`src/sv/lswc_pkg.sv`:
```
// Line segment window clipper package: state type, region bits, register indexes,
// reset window and pass limit. Depends on nothing; used by the top level and the testbench.
`timescale 1ns / 1ps

package lswc_pkg;

   // Region code bits of an endpoint.
   localparam logic [3:0] REG_TOP    = 4'd8;
   localparam logic [3:0] REG_BOTTOM = 4'd4;
   localparam logic [3:0] REG_RIGHT  = 4'd2;
   localparam logic [3:0] REG_LEFT   = 4'd1;
   localparam logic [3:0] REG_NONE   = 4'd0;

   // Configuration register indexes.
   localparam int CSR_INDEX_WIDTH = 4;
   localparam logic [CSR_INDEX_WIDTH-1:0] CSR_X_MIN = 4'd0;
   localparam logic [CSR_INDEX_WIDTH-1:0] CSR_X_MAX = 4'd1;
   localparam logic [CSR_INDEX_WIDTH-1:0] CSR_Y_MIN = 4'd2;
   localparam logic [CSR_INDEX_WIDTH-1:0] CSR_Y_MAX = 4'd3;

   // Window values after reset.
   localparam int WIN_X_MIN_RESET = 0;
   localparam int WIN_X_MAX_RESET = 639;
   localparam int WIN_Y_MIN_RESET = 0;
   localparam int WIN_Y_MAX_RESET = 479;
   // Signed width that holds every reset value.
   localparam int WIN_RESET_WIDTH = 11;

   // Clipping passes before a segment is given up as rejected.
   localparam int CLIP_PASS_LIMIT = 16;
   localparam int PASS_CNT_WIDTH  = 5;

   typedef enum logic [2:0] {
      ST_IDLE,
      ST_DECIDE,
      ST_MUL,
      ST_DIV,
      ST_FIX,
      ST_FINISH
   } state_type;

endpackage

```
`src/sv/lswc_req_if.sv`:
```
// Request channel of the line segment window clipper: one segment per request.
// Depends on nothing.
`timescale 1ns / 1ps

interface lswc_req_if #(parameter int COORD_WIDTH = 16);
   logic                          valid;
   logic                          ready;
   logic signed [COORD_WIDTH-1:0] start_x;
   logic signed [COORD_WIDTH-1:0] start_y;
   logic signed [COORD_WIDTH-1:0] end_x;
   logic signed [COORD_WIDTH-1:0] end_y;

   modport source (output valid, start_x, start_y, end_x, end_y, input ready);
   modport sink   (input valid, start_x, start_y, end_x, end_y, output ready);
endinterface

```
`src/sv/lswc_rsp_if.sv`:
```
// Result channel of the line segment window clipper: one clipped segment per request.
// Depends on nothing.
`timescale 1ns / 1ps

interface lswc_rsp_if #(parameter int COORD_WIDTH = 16);
   logic                          valid;
   logic                          ready;
   logic                          accepted;
   logic signed [COORD_WIDTH-1:0] clipped_start_x;
   logic signed [COORD_WIDTH-1:0] clipped_start_y;
   logic signed [COORD_WIDTH-1:0] clipped_end_x;
   logic signed [COORD_WIDTH-1:0] clipped_end_y;
   logic [3:0]                    start_region;
   logic [3:0]                    end_region;

   modport source (output valid, accepted, clipped_start_x, clipped_start_y, clipped_end_x,
                   clipped_end_y, start_region, end_region, input ready);
   modport sink   (input valid, accepted, clipped_start_x, clipped_start_y, clipped_end_x,
                   clipped_end_y, start_region, end_region, output ready);
endinterface

```
`src/sv/lswc_csr_if.sv`:
```
// Configuration write channel of the line segment window clipper.
// Depends on nothing.
`timescale 1ns / 1ps

interface lswc_csr_if #(parameter int COORD_WIDTH = 16, parameter int INDEX_WIDTH = 4);
   logic                          valid;
   logic                          ready;
   logic [INDEX_WIDTH-1:0]        index;
   logic signed [COORD_WIDTH-1:0] data;

   modport source (output valid, index, data, input ready);
   modport sink   (input valid, index, data, output ready);
endinterface

```
`src/sv/line_segment_window_clipper.sv`:
```
// Line segment window clipper (Cohen-Sutherland). A request carries two endpoints; the block
// answers with one result: an accepted flag, the clipped endpoints (zero when rejected) and the
// region codes of the original endpoints (top 8, bottom 4, right 2, left 1; border points are
// inside). The window is set through four configuration registers: 0 x min, 1 x max,
// 2 y min, 3 y max; writes to other indexes are ignored and the port is always ready.
// One request is worked on at a time and the request side is not ready meanwhile. Each clipping
// pass runs through a decision state, one multiply state, the division states of a shared
// restoring divider producing one quotient bit per cycle, and a state that writes the new
// endpoint. After acceptance a request makes P clipping passes and a final decision before
// its result is offered, where P is the number of clipping passes (0 to 4 for a proper
// window, up to 16 for an inverted one). The request side is ready again in the cycle the
// result is offered. The result sits in an output register, so a new request is taken
// while the previous result still waits for the consumer; the block stalls only when a
// second result is done before the first one is taken.
// Depends on lswc_pkg and the lswc_req_if, lswc_rsp_if and lswc_csr_if interfaces.
`timescale 1ns / 1ps

module line_segment_window_clipper #(
   parameter int COORD_WIDTH = 16
) (
   input logic        clock,
   input logic        reset,
   lswc_csr_if.sink   csr_bus,
   lswc_req_if.sink   req_bus,
   lswc_rsp_if.source rsp_bus
);

   localparam int CW = COORD_WIDTH;
   // The window registers must hold the reset values even for narrow coordinates.
   localparam int WIN_W = (CW > lswc_pkg::WIN_RESET_WIDTH) ? CW : lswc_pkg::WIN_RESET_WIDTH;
   localparam int STEP_W = $clog2(CW);
   localparam int PW = lswc_pkg::PASS_CNT_WIDTH;

   // Magnitude of a difference; every difference here fits CW bits of magnitude.
   function automatic logic [CW-1:0] mag(input logic signed [CW:0] v);
      logic signed [CW:0] n;
      n = -v;
      return v[CW] ? n[CW-1:0] : v[CW-1:0];
   endfunction

   // Window registers.
   logic signed [WIN_W-1:0] win_x_min_ff, win_x_max_ff, win_y_min_ff, win_y_max_ff;

   // Sequencer and working registers.
   lswc_pkg::state_type state_ff, state_in;
   logic signed [CW-1:0] x0_ff, y0_ff, x1_ff, y1_ff;
   logic signed [CW-1:0] x0_in, y0_in, x1_in, y1_in;
   logic [3:0]           r0_ff, r1_ff, r0_in, r1_in;
   logic [PW-1:0]        pass_ff, pass_in;
   logic [CW-1:0]        ma_ff, mb_ff, md_ff, ma_in, mb_in, md_in;
   logic                 neg_ff, neg_in;
   logic signed [CW-1:0] base_ff, base_in;
   logic signed [CW-1:0] bound_ff, bound_in;
   logic                 sel_end_ff, sel_end_in;
   logic                 horiz_ff, horiz_in;
   logic [2*CW-1:0]      prod_ff, prod_in;
   logic [STEP_W-1:0]    step_ff, step_in;
   logic                 acc_ff, acc_in;

   // Output register.
   logic                 rsp_valid_ff, rsp_valid_in;
   logic                 rsp_acc_ff, rsp_acc_in;
   logic signed [CW-1:0] rsp_sx_ff, rsp_sy_ff, rsp_ex_ff, rsp_ey_ff;
   logic signed [CW-1:0] rsp_sx_in, rsp_sy_in, rsp_ex_in, rsp_ey_in;
   logic [3:0]           rsp_sreg_ff, rsp_ereg_ff, rsp_sreg_in, rsp_ereg_in;

   // Region codes of the current endpoints; the border counts as inside.
   logic signed [WIN_W-1:0] x0_w, y0_w, x1_w, y1_w;
   logic [3:0]              c0, c1, csel;
   assign x0_w = WIN_W'(x0_ff);
   assign y0_w = WIN_W'(y0_ff);
   assign x1_w = WIN_W'(x1_ff);
   assign y1_w = WIN_W'(y1_ff);

   assign c0 = ((y0_w > win_y_max_ff) ? lswc_pkg::REG_TOP    : lswc_pkg::REG_NONE) |
               ((y0_w < win_y_min_ff) ? lswc_pkg::REG_BOTTOM : lswc_pkg::REG_NONE) |
               ((x0_w > win_x_max_ff) ? lswc_pkg::REG_RIGHT  : lswc_pkg::REG_NONE) |
               ((x0_w < win_x_min_ff) ? lswc_pkg::REG_LEFT   : lswc_pkg::REG_NONE);
   assign c1 = ((y1_w > win_y_max_ff) ? lswc_pkg::REG_TOP    : lswc_pkg::REG_NONE) |
               ((y1_w < win_y_min_ff) ? lswc_pkg::REG_BOTTOM : lswc_pkg::REG_NONE) |
               ((x1_w > win_x_max_ff) ? lswc_pkg::REG_RIGHT  : lswc_pkg::REG_NONE) |
               ((x1_w < win_x_min_ff) ? lswc_pkg::REG_LEFT   : lswc_pkg::REG_NONE);

   // The first outside endpoint is clipped, the start point before the end point.
   assign csel = (c0 != lswc_pkg::REG_NONE) ? c0 : c1;

   // Edge selection and operand set-up of the next pass. The chosen edge always lies
   // between the two endpoints, so it fits the coordinate width whenever it is used.
   logic                 clip_horiz;
   logic signed [CW-1:0] bound_sel;
   logic signed [CW:0]   dx, dy, num, den, off;
   always_comb begin
      clip_horiz = (csel & (lswc_pkg::REG_TOP | lswc_pkg::REG_BOTTOM)) != lswc_pkg::REG_NONE;
      if ((csel & lswc_pkg::REG_TOP) != lswc_pkg::REG_NONE) begin
         bound_sel = win_y_max_ff[CW-1:0];
      end else if ((csel & lswc_pkg::REG_BOTTOM) != lswc_pkg::REG_NONE) begin
         bound_sel = win_y_min_ff[CW-1:0];
      end else if ((csel & lswc_pkg::REG_RIGHT) != lswc_pkg::REG_NONE) begin
         bound_sel = win_x_max_ff[CW-1:0];
      end else begin
         bound_sel = win_x_min_ff[CW-1:0];
      end
      dx  = (CW+1)'(x1_ff) - (CW+1)'(x0_ff);
      dy  = (CW+1)'(y1_ff) - (CW+1)'(y0_ff);
      num = clip_horiz ? dx : dy;
      den = clip_horiz ? dy : dx;
      off = (CW+1)'(bound_sel) - (clip_horiz ? (CW+1)'(y0_ff) : (CW+1)'(x0_ff));
   end

   // Shared multiplier, used once per pass.
   logic [2*CW-1:0] mul_res;
   assign mul_res = (2*CW)'(ma_ff) * (2*CW)'(mb_ff);

   // One restoring division step: the upper half of prod_ff is the partial remainder and the
   // quotient bits shift into the lower half.
   logic [CW:0]   div_trial, div_diff;
   logic          div_ge;
   logic [CW-1:0] div_rem;
   always_comb begin
      div_trial = {prod_ff[2*CW-1:CW], prod_ff[CW-1]};
      div_ge    = div_trial >= {1'b0, md_ff};
      div_diff  = div_trial - {1'b0, md_ff};
      div_rem   = div_ge ? div_diff[CW-1:0] : div_trial[CW-1:0];
   end

   // New coordinate: start point coordinate plus the signed, truncated quotient.
   logic [CW:0]          quot_ext, quot_neg;
   logic signed [CW:0]   new_sum;
   logic signed [CW-1:0] new_coord;
   always_comb begin
      quot_ext  = {1'b0, prod_ff[CW-1:0]};
      quot_neg  = -quot_ext;
      new_sum   = (CW+1)'(base_ff) + $signed(neg_ff ? quot_neg : quot_ext);
      new_coord = new_sum[CW-1:0];
   end

   logic req_fire, rsp_fire, rsp_free;
   logic req_ready_int;
   assign req_ready_int = (state_ff == lswc_pkg::ST_IDLE);
   assign req_bus.ready = req_ready_int;
   assign req_fire = req_bus.valid && req_ready_int;
   assign rsp_fire = rsp_valid_ff && rsp_bus.ready;
   assign rsp_free = !rsp_valid_ff || rsp_bus.ready;

   // Sequencer: next state and datapath loads.
   always_comb begin
      state_in    = state_ff;
      x0_in       = x0_ff;
      y0_in       = y0_ff;
      x1_in       = x1_ff;
      y1_in       = y1_ff;
      r0_in       = r0_ff;
      r1_in       = r1_ff;
      pass_in     = pass_ff;
      ma_in       = ma_ff;
      mb_in       = mb_ff;
      md_in       = md_ff;
      neg_in      = neg_ff;
      base_in     = base_ff;
      bound_in    = bound_ff;
      sel_end_in  = sel_end_ff;
      horiz_in    = horiz_ff;
      prod_in     = prod_ff;
      step_in     = step_ff;
      acc_in      = acc_ff;
      rsp_valid_in = rsp_fire ? 1'b0 : rsp_valid_ff;
      rsp_acc_in  = rsp_acc_ff;
      rsp_sx_in   = rsp_sx_ff;
      rsp_sy_in   = rsp_sy_ff;
      rsp_ex_in   = rsp_ex_ff;
      rsp_ey_in   = rsp_ey_ff;
      rsp_sreg_in = rsp_sreg_ff;
      rsp_ereg_in = rsp_ereg_ff;
      case (state_ff)
         lswc_pkg::ST_IDLE: begin
            if (req_fire) begin
               x0_in    = req_bus.start_x;
               y0_in    = req_bus.start_y;
               x1_in    = req_bus.end_x;
               y1_in    = req_bus.end_y;
               pass_in  = '0;
               state_in = lswc_pkg::ST_DECIDE;
            end
         end
         lswc_pkg::ST_DECIDE: begin
            // The codes seen before the first pass are those of the original endpoints.
            if (pass_ff == '0) begin
               r0_in = c0;
               r1_in = c1;
            end
            if ((c0 | c1) == lswc_pkg::REG_NONE) begin
               acc_in   = 1'b1;
               state_in = lswc_pkg::ST_FINISH;
            end else if (((c0 & c1) != lswc_pkg::REG_NONE) ||
                         (pass_ff == PW'(lswc_pkg::CLIP_PASS_LIMIT))) begin
               acc_in   = 1'b0;
               state_in = lswc_pkg::ST_FINISH;
            end else begin
               ma_in      = mag(num);
               mb_in      = mag(off);
               md_in      = mag(den);
               neg_in     = num[CW] ^ off[CW] ^ den[CW];
               base_in    = clip_horiz ? x0_ff : y0_ff;
               bound_in   = bound_sel;
               sel_end_in = (c0 == lswc_pkg::REG_NONE);
               horiz_in   = clip_horiz;
               state_in   = lswc_pkg::ST_MUL;
            end
         end
         lswc_pkg::ST_MUL: begin
            prod_in  = mul_res;
            step_in  = '0;
            state_in = lswc_pkg::ST_DIV;
         end
         lswc_pkg::ST_DIV: begin
            prod_in = {div_rem, prod_ff[CW-2:0], div_ge};
            step_in = step_ff + 1'b1;
            if (step_ff == STEP_W'(CW - 1)) begin
               state_in = lswc_pkg::ST_FIX;
            end
         end
         lswc_pkg::ST_FIX: begin
            if (sel_end_ff) begin
               x1_in = horiz_ff ? new_coord : bound_ff;
               y1_in = horiz_ff ? bound_ff : new_coord;
            end else begin
               x0_in = horiz_ff ? new_coord : bound_ff;
               y0_in = horiz_ff ? bound_ff : new_coord;
            end
            pass_in  = pass_ff + 1'b1;
            state_in = lswc_pkg::ST_DECIDE;
         end
         lswc_pkg::ST_FINISH: begin
            // Wait until the output register is free or being emptied.
            if (rsp_free) begin
               rsp_valid_in = 1'b1;
               rsp_acc_in   = acc_ff;
               rsp_sx_in    = acc_ff ? x0_ff : '0;
               rsp_sy_in    = acc_ff ? y0_ff : '0;
               rsp_ex_in    = acc_ff ? x1_ff : '0;
               rsp_ey_in    = acc_ff ? y1_ff : '0;
               rsp_sreg_in  = r0_ff;
               rsp_ereg_in  = r1_ff;
               state_in     = lswc_pkg::ST_IDLE;
            end
         end
         default: begin
            state_in = lswc_pkg::ST_IDLE;
         end
      endcase
   end

   always_ff @(posedge clock) begin
      if (reset) begin
         state_ff     <= lswc_pkg::ST_IDLE;
         rsp_valid_ff <= 1'b0;
      end else begin
         state_ff     <= state_in;
         rsp_valid_ff <= rsp_valid_in;
      end
   end

   always_ff @(posedge clock) begin
      x0_ff       <= x0_in;
      y0_ff       <= y0_in;
      x1_ff       <= x1_in;
      y1_ff       <= y1_in;
      r0_ff       <= r0_in;
      r1_ff       <= r1_in;
      pass_ff     <= pass_in;
      ma_ff       <= ma_in;
      mb_ff       <= mb_in;
      md_ff       <= md_in;
      neg_ff      <= neg_in;
      base_ff     <= base_in;
      bound_ff    <= bound_in;
      sel_end_ff  <= sel_end_in;
      horiz_ff    <= horiz_in;
      prod_ff     <= prod_in;
      step_ff     <= step_in;
      acc_ff      <= acc_in;
      rsp_acc_ff  <= rsp_acc_in;
      rsp_sx_ff   <= rsp_sx_in;
      rsp_sy_ff   <= rsp_sy_in;
      rsp_ex_ff   <= rsp_ex_in;
      rsp_ey_ff   <= rsp_ey_in;
      rsp_sreg_ff <= rsp_sreg_in;
      rsp_ereg_ff <= rsp_ereg_in;
   end

   // Configuration registers; written data is sign-extended to the register width.
   assign csr_bus.ready = 1'b1;

   always_ff @(posedge clock) begin
      if (reset) begin
         win_x_min_ff <= WIN_W'(lswc_pkg::WIN_X_MIN_RESET);
         win_x_max_ff <= WIN_W'(lswc_pkg::WIN_X_MAX_RESET);
         win_y_min_ff <= WIN_W'(lswc_pkg::WIN_Y_MIN_RESET);
         win_y_max_ff <= WIN_W'(lswc_pkg::WIN_Y_MAX_RESET);
      end else if (csr_bus.valid) begin
         case (csr_bus.index)
            lswc_pkg::CSR_X_MIN: win_x_min_ff <= WIN_W'(csr_bus.data);
            lswc_pkg::CSR_X_MAX: win_x_max_ff <= WIN_W'(csr_bus.data);
            lswc_pkg::CSR_Y_MIN: win_y_min_ff <= WIN_W'(csr_bus.data);
            lswc_pkg::CSR_Y_MAX: win_y_max_ff <= WIN_W'(csr_bus.data);
            default: begin
            end
         endcase
      end
   end

   assign rsp_bus.valid           = rsp_valid_ff;
   assign rsp_bus.accepted        = rsp_acc_ff;
   assign rsp_bus.clipped_start_x = rsp_sx_ff;
   assign rsp_bus.clipped_start_y = rsp_sy_ff;
   assign rsp_bus.clipped_end_x   = rsp_ex_ff;
   assign rsp_bus.clipped_end_y   = rsp_ey_ff;
   assign rsp_bus.start_region    = rsp_sreg_ff;
   assign rsp_bus.end_region      = rsp_ereg_ff;

endmodule

```
`src/flat_wrapper.sv`:
```
// flat-port wrapper written by rule: the top's interface ports become plain ports
module line_segment_window_clipper_flat 
#(
   parameter int COORD_WIDTH = 16
)
  (clock, reset, csr_bus_valid, csr_bus_index, csr_bus_data, csr_bus_ready, req_bus_valid, req_bus_start_x, req_bus_start_y, req_bus_end_x, req_bus_end_y, req_bus_ready, rsp_bus_valid, rsp_bus_accepted, rsp_bus_clipped_start_x, rsp_bus_clipped_start_y, rsp_bus_clipped_end_x, rsp_bus_clipped_end_y, rsp_bus_start_region, rsp_bus_end_region, rsp_bus_ready);
  lswc_csr_if #(.COORD_WIDTH(COORD_WIDTH), .INDEX_WIDTH(lswc_pkg::CSR_INDEX_WIDTH)) csr_bus_i ();
  lswc_req_if #(.COORD_WIDTH(COORD_WIDTH)) req_bus_i ();
  lswc_rsp_if #(.COORD_WIDTH(COORD_WIDTH)) rsp_bus_i ();
  input logic clock;
  input logic reset;
  input wire logic [$bits(csr_bus_i.valid)-1:0] csr_bus_valid;
  input wire logic [$bits(csr_bus_i.index)-1:0] csr_bus_index;
  input wire logic [$bits(csr_bus_i.data)-1:0] csr_bus_data;
  output wire logic [$bits(csr_bus_i.ready)-1:0] csr_bus_ready;
  input wire logic [$bits(req_bus_i.valid)-1:0] req_bus_valid;
  input wire logic [$bits(req_bus_i.start_x)-1:0] req_bus_start_x;
  input wire logic [$bits(req_bus_i.start_y)-1:0] req_bus_start_y;
  input wire logic [$bits(req_bus_i.end_x)-1:0] req_bus_end_x;
  input wire logic [$bits(req_bus_i.end_y)-1:0] req_bus_end_y;
  output wire logic [$bits(req_bus_i.ready)-1:0] req_bus_ready;
  output wire logic [$bits(rsp_bus_i.valid)-1:0] rsp_bus_valid;
  output wire logic [$bits(rsp_bus_i.accepted)-1:0] rsp_bus_accepted;
  output wire logic [$bits(rsp_bus_i.clipped_start_x)-1:0] rsp_bus_clipped_start_x;
  output wire logic [$bits(rsp_bus_i.clipped_start_y)-1:0] rsp_bus_clipped_start_y;
  output wire logic [$bits(rsp_bus_i.clipped_end_x)-1:0] rsp_bus_clipped_end_x;
  output wire logic [$bits(rsp_bus_i.clipped_end_y)-1:0] rsp_bus_clipped_end_y;
  output wire logic [$bits(rsp_bus_i.start_region)-1:0] rsp_bus_start_region;
  output wire logic [$bits(rsp_bus_i.end_region)-1:0] rsp_bus_end_region;
  input wire logic [$bits(rsp_bus_i.ready)-1:0] rsp_bus_ready;
  assign csr_bus_i.valid = csr_bus_valid;
  assign csr_bus_i.index = csr_bus_index;
  assign csr_bus_i.data = csr_bus_data;
  assign csr_bus_ready = csr_bus_i.ready;
  assign req_bus_i.valid = req_bus_valid;
  assign req_bus_i.start_x = req_bus_start_x;
  assign req_bus_i.start_y = req_bus_start_y;
  assign req_bus_i.end_x = req_bus_end_x;
  assign req_bus_i.end_y = req_bus_end_y;
  assign req_bus_ready = req_bus_i.ready;
  assign rsp_bus_valid = rsp_bus_i.valid;
  assign rsp_bus_accepted = rsp_bus_i.accepted;
  assign rsp_bus_clipped_start_x = rsp_bus_i.clipped_start_x;
  assign rsp_bus_clipped_start_y = rsp_bus_i.clipped_start_y;
  assign rsp_bus_clipped_end_x = rsp_bus_i.clipped_end_x;
  assign rsp_bus_clipped_end_y = rsp_bus_i.clipped_end_y;
  assign rsp_bus_start_region = rsp_bus_i.start_region;
  assign rsp_bus_end_region = rsp_bus_i.end_region;
  assign rsp_bus_i.ready = rsp_bus_ready;
  line_segment_window_clipper #(.COORD_WIDTH(COORD_WIDTH)) u_core (.clock(clock), .reset(reset), .csr_bus(csr_bus_i), .req_bus(req_bus_i), .rsp_bus(rsp_bus_i));
endmodule
```
`config.mk`:
```
export PLATFORM = sky130hd
export DESIGN_NAME = line_segment_window_clipper_flat
export DESIGN_NICKNAME = d
export VERILOG_FILES = /design/src/sv/lswc_pkg.sv /design/src/sv/lswc_req_if.sv /design/src/sv/lswc_rsp_if.sv /design/src/sv/lswc_csr_if.sv /design/src/sv/line_segment_window_clipper.sv /design/src/flat_wrapper.sv
export SDC_FILE = /design/constraint.sdc
export NUM_CORES = 2
export LEC_CHECK = 0
export BUFFER_PORTS_ARGS = -buffer_cell sky130_fd_sc_hd__buf_2
export CAP_MARGIN = 15
export CORE_ASPECT_RATIO = 1.5
export CORE_MARGIN = 3
export CORE_UTILIZATION = 40
export CTS_CLUSTER_SIZE = 25
export DETAILED_ROUTE_END_ITERATION = 8
export MAX_ROUTING_LAYER = met4
export PLACE_DENSITY = 0.65
export SLEW_MARGIN = 25
export SYNTH_ARGS = -nofsm -noshare
export SYNTH_HDL_FRONTEND = slang
export SYNTH_SLANG_ARGS = --single-unit
```
`constraint.sdc`:
```
create_clock -name clock -period 8.1 [get_ports clock]
set_input_delay 0.405 -clock clock [delete_from_list [all_inputs] [get_ports clock]]
set_output_delay 0.405 -clock clock [all_outputs]
set_load 0.005 [all_outputs]
```
Yosys cells after proc, flatten, opt, wreduce, memory -nomap -nowiden
Index checks and enable logic that the tools add are counted.

Register bits after elaboration: 338. Latch bits: 0. Memory bits (writable): 0. Bits in read-only memories: 0. Input port bits: 89. Memories: 0.

Add/subtract/negate cells: 11. Multipliers: 1. Div/mod/pow operators: 0. Order comparisons: 9. Equal/unequal tests: 15. Shift-type cells: 0. Muxes and demuxes: 49. Bitwise operators: 12. Reduce and logical (&&, ||, !) cells: 28.

Operators by type and width (number): $mux W16 (19); $pmux W16 S2 (4); $gt A16 B16 Y1 (4); $lt A16 B16 Y1 (4); $neg A16 Y16 (4); $pmux W32 S2 (1); $mux W17 (3); $sub A16 B16 Y17 (2); $mul A16 B16 Y32 (1); $or A4 B4 Y4 (7); $mux W3 (7); $pmux W3 S6 (1); $ge A17 B16 Y1 (1); $sub A16 B17 Y17 (1); $add A16 B16 Y16 (1); $reduce_and A2 Y1 (8); $sub A16 B16 Y16 (1); $logic_not A4 Y1 (3); $mux W4 (3); $reduce_and A3 Y1 (4); $reduce_bool A4 Y1 (3); $pmux W5 S2 (1); $eq A4 B2 Y1 const B (2); $ne A2 B1 Y1 const B (4); other kinds (22) (36).

Logic depth before layout (Yosys ltp)
Depth in word-level cells: 13. Gate-level depth with buffers: 28. Mapped depth without buffers: 24.

Worst setup path before layout
No wires, ideal clock.

Path kind: register -> register. From: register u_core.x0_ff[15]. To: register u_core.base_ff[0], enable pin. Library setup time: 629 ps. Arrival: 7839 ps. Data required time: 7471 ps. Path slack: -367 ps. Stages on the path, launching flop included: 10. Buffers on the path: 0. Clock period less this slack: 8467 ps. Cells stage by stage: edfxtp_1 > ha_1 > nand4_1 > or4_1 > a21o_1 > a31oi_1 > nand3b_1 > nor3_1 > nor4bb_1 > nor3_1.

Longest elaborated chain between the ends: 9.

Ends and longest elaborated chain: start: declaration (RTL line line_segment_window_clipper.sv:46) `logic signed [CW-1:0] x0_ff, y0_ff, x1_ff, y1_ff;`; start signal: assignment (RTL line line_segment_window_clipper.sv:264) `x0_ff <= x0_in;`; $gt A16 B16 Y1 (RTL line line_segment_window_clipper.sv:77) `((x0_w > win_x_max_ff) ? lswc_pkg::REG_RIGHT : lswc_pkg::REG_NONE) |`; $mux W2 (RTL line line_segment_window_clipper.sv:77); $or A4 B4 Y4 (RTL line line_segment_window_clipper.sv:76) `((y0_w < win_y_min_ff) ? lswc_pkg::REG_BOTTOM : lswc_pkg::REG_NONE) |`; $or A4 B4 Y4 * (RTL line line_segment_window_clipper.sv:77); $and A4 B4 Y4 (RTL line line_segment_window_clipper.sv:194) `end else if (((c0 & c1) != lswc_pkg::REG_NONE) ||`; $reduce_bool A4 Y1 (RTL line line_segment_window_clipper.sv:194); $logic_or A1 B1 Y1 (RTL line line_segment_window_clipper.sv:194); $not A1 Y1 (no line); $reduce_and A3 Y1 (no line) *; end signal: assignment (RTL line line_segment_window_clipper.sv:275) `base_ff <= base_in;`; end: declaration (RTL line line_segment_window_clipper.sv:52) `logic signed [CW-1:0] base_ff, base_in;`.

Mark *: on every way between the ends. The rest lies on a longest branch, timed or not. A chain may end at the register's enable or synchronous reset.

Final worst setup path
From: register u_core.x0_ff[15]. To: register u_core.mb_ff[15], data pin.

Longest elaborated chain between the ends: 12.

Ends and longest elaborated chain: $gt A16 B16 Y1 (RTL line line_segment_window_clipper.sv:77); $mux W2 (RTL line line_segment_window_clipper.sv:77); $or A4 B4 Y4 (RTL line line_segment_window_clipper.sv:76); $or A4 B4 Y4 * (RTL line line_segment_window_clipper.sv:77); $reduce_bool A4 Y1 (RTL line line_segment_window_clipper.sv:85) `assign csel = (c0 != lswc_pkg::REG_NONE) ? c0 : c1;`; $mux W4 * (RTL line line_segment_window_clipper.sv:85); $mux W16 (RTL line line_segment_window_clipper.sv:98) `end else if ((csel & lswc_pkg::REG_RIGHT) != lswc_pkg::REG_NONE) begin`; $mux W16 (RTL line line_segment_window_clipper.sv:96) `end else if ((csel & lswc_pkg::REG_BOTTOM) != lswc_pkg::REG_NONE) begin`; $mux W16 * (RTL line line_segment_window_clipper.sv:94) `if ((csel & lswc_pkg::REG_TOP) != lswc_pkg::REG_NONE) begin`; named net u_core.bound_sel[1] (RTL line line_segment_window_clipper.sv:90) `logic signed [CW-1:0] bound_sel;`; $sub A16 B17 Y17 * (RTL line line_segment_window_clipper.sv:107) `off = (CW+1)'(bound_sel) - (clip_horiz ? (CW+1)'(y0_ff) : (CW+1)'(x0_ff));`; $neg A16 Y16 (RTL line line_segment_window_clipper.sv:37) `n = -v;`; $mux W16 * (RTL line line_segment_window_clipper.sv:38) `return v[CW] ? n[CW-1:0] : v[CW-1:0];`; end signal: assignment (RTL line line_segment_window_clipper.sv:272) `mb_ff <= mb_in;`; end: declaration (RTL line line_segment_window_clipper.sv:50) `logic [CW-1:0] ma_ff, mb_ff, md_ff, ma_in, mb_in, md_in;`.

The timed path passes the listed nets; every way through them passes the cells marked *.

==> flow_summary.ini <==
[outcome]
outcome = finished, final reports clean

[detailed_routing]
ant_nets = 0
drcViolationCount = 0
vias = 23927
drt_iter0_drc = 1563
vias_per_cell = 5.47
firstDrtPassIters = 5
post_drt_wl_per_cell_um = 22.4
routed_wl_mm = 97.8

[worst_hold_path]
hold_class = in -> reg
hold_path.startpoint = csr_bus_data[0]
min_path_cells = 3

[die]
die_w_um = 230
chipHeight_um = 342
die_area_sq_um = 78800
start_util = 0.407
ioPinCount = 165
coreArea_sq_um = 74200
num_rows = 122

[critical_path]
arrival_ns = 7.56
cpMaxStageDelayCell = or4_1
timing.rr.start = u_core.x0_ff[15]
ff2ff_path_depth = 22
crit_fanout = 15
critPathLaunch = u_core.x0_ff[15]
path_class = reg -> reg
max_stage_delay_ns = 0.63
crit_required_ns = 8.38
r2r_slack_ns = 0.83
cp_cell_sequence = ha_1 -> nand4_1 -> or4_1 -> a21o_1 -> a31oi_1 -> nand3b_1 -> nor3_1 -> a21oi_2 -> buf_4 -> mux2i_1 -> a221o_1 -> ha_1 -> nor2b_4 -> o31a_1 -> o41a_1 -> o41a_1 -> xor2_1 -> or4_4 -> or3_4 -> or4_1 -> o211ai_1 -> xnor2_1
critPathCaptureType = flop
cp.depth = 22
path_delay_family = simple AND/OR/NAND/NOR gates
startpoint_type = flop
path_buf_inv = 1

[clock_tree]
cts_hold_buffers = 0
h-tree-depth = 2
cts_root_buffer = clkbuf_16
cts_tree = built
post_cts_buffers = 0
cts_buffers = 34
insertion_delay_ns = 0.57
clk_pin_slew_ns = 0.07
max-clock-path-buffers = 3
cts_resized = 0
clock_sinks = 338

[synth]
yosysUniqueCellTypes = 78
synthFlopType = edfxtp_1
yosysTopAreaCell = edfxtp_1
synth_area_sq_um = 30200
synth_top_area_frac = 0.269
netlist_top_cells_area = edfxtp_1 27%, fa_1 13%, ha_1 13%, nand2_1 5.5%, inv_1 4.8%
ys_warn_count = 0
seq_area_frac_synth = 0.314
syn_area_per_cell_sq_um = 9.33
synth_cells = 3233
synth-edff-count = 270
synth_nets = 3835
async_flop_share = 0
ys_seq_elements = 338

[place]
gp_congestion = 1.01
dpl_cell_area_sq_um = 32100
port_buffers = 163
dp_worst_setup_slack_ns = 0.928
dpl.hpwl_mm = 78.7

[timing]
worst_slack_ns = 0.829
finalSetupViolations = 0
hold_violations = 0
relSlewSlack = 0.279
fmax_ghz = 0.138
fin_tns_setup_ns = 0
slew_violations = 0
rsz0062_at_grt = false
finalCriticalPeriod_ns = 7.27
period_share = 0.898
worst_pin_slew_ns = 1.07
fin_worst_skew_ns = 0.0299

[final_layout]
largest_register = u_core.prod_ff
finish.instance_area_sq_um = 33200
largest_reg_flops = 32
drive_gt1_frac = 0.0882
synthToLayoutAreaGrowth_pct = 10.2
nets = 3954

[global_routing]
gr-total-overflow = 0
antenna_found_initial = 1
grt_util_all_layers = 0.256
grt_pass1_wl_mm = 148
grt_max_degree = 75
grt_pass1_vias = 24596

[job]
drv_cap = 0
layer usage:
| layer | wire [um] | track usage |
|---|---|---|
| met5 | 0 | - |
| met1 | 34600 | 0.264 |
| met4 | 10300 | 0.204 |
| met2 | 48900 | 0.449 |
| met3 | 3990 | 0.0206 |
final cells by class:
type,instances,area [sq um]
sequential,338,9470
fill,7342,40900
antenna,1,2.50
clock inverter,19,179
inverter,392,1470
timing repair buffer,200,1090
clock buffer,43,958
multi-input combinational,2386,18800
tap,992,1240
Yosys cell counts, types with 8 or more instances:
master,instances
a211oi_1,24
a21o_1,57
a21oi_1,196
a22oi_1,15
a31oi_1,16
and2_1,163
and3_1,16
buf_1,13
clkbuf_1,97
dfxtp_1,68
edfxtp_1,270
fa_1,199
ha_1,314
inv_1,389
mux2_2,10
mux2i_1,53
nand2_1,439
nand2b_1,28
nand3_1,42
nand4_1,20
nor2_1,171
nor2b_1,19
nor3_1,32
nor4_1,8
o211ai_1,47
o21a_1,47
o21ai_0,148
o21bai_1,10
o31ai_1,16
or3_1,14
or4_1,9
xnor2_1,114
xor2_1,41
worst paths after layout:
| path | to |
|---|---|
| setup / recovery | u_core.mb_ff[15] |
| hold / removal | u_core.win_x_max_ff[0] |
| setup reg to reg | u_core.mb_ff[15] |
| hold reg to reg | u_core.rsp_bus.end_region[2] |
cell families (layout without fill, tap and decap cells):
logic type      count (synthesis)  in the layout  synth area share
mux                            63             63            0.0213
buf+inv                       509            654            0.0637
other cells                     1              2          0.000124
xor+xnor                      155            155            0.0450
fa+ha+maj                     513            513             0.262
compound gates                659            659             0.138
simple gates                  995            995             0.155
flops                         338            338             0.314
through the flow:
step	utilization	hold slack (ns)	cells
floorplan	-	0.400	3233
global placement	0.433	0.403	4308
detailed placement	0.433	0.419	4308
CTS	0.448	0.0931	4370
global route	0.448	0.115	4370
finish	0.448	0.106	4371
placed cells by master (no fill, tap or decap), types with 8 or more instances in the layout:
master,count
a21oi_1,195
clkbuf_16,37
dfxtp_1,68
ha_1,314
and3_1,16
nand4_1,20
or3_1,14
mux2i_1,53
fa_1,199
nand3_1,42
buf_4,37
nor4_1,8
o21a_1,47
edfxtp_1,270
xnor2_1,114
mux2_2,10
o211ai_1,47
a211oi_1,24
or4_1,9
buf_2,163
clkinv_2,8
nand2_1,439
a21o_1,57
nor2b_1,17
a31oi_1,16
nand2b_1,28
nor3_1,31
o31ai_1,16
o21ai_0,147
o21bai_1,10
inv_1,389
and2_1,162
a22oi_1,15
xor2_1,41
nor2_1,171
worst reg2reg max path, stage by stage (launching register included):
cell and delay (ns):
edfxtp_1 0.45, ha_1 0.38, nand4_1 0.15, or4_1 0.63, a21o_1 0.20, a31oi_1 0.41
nand3b_1 0.24, nor3_1 0.11, a21oi_2 0.25, buf_4 0.33, mux2i_1 0.16, a221o_1 0.34
ha_1 0.30, nor2b_4 0.13, o31a_1 0.27, o41a_1 0.36, o41a_1 0.39, xor2_1 0.19
or4_4 0.55, or3_4 0.41, or4_1 0.42, o211ai_1 0.22, xnor2_1 0.09
Power is left out: the tool's default activity adds up to more than one toggle a clock period on the data nets, which glitch-free logic cannot reach.
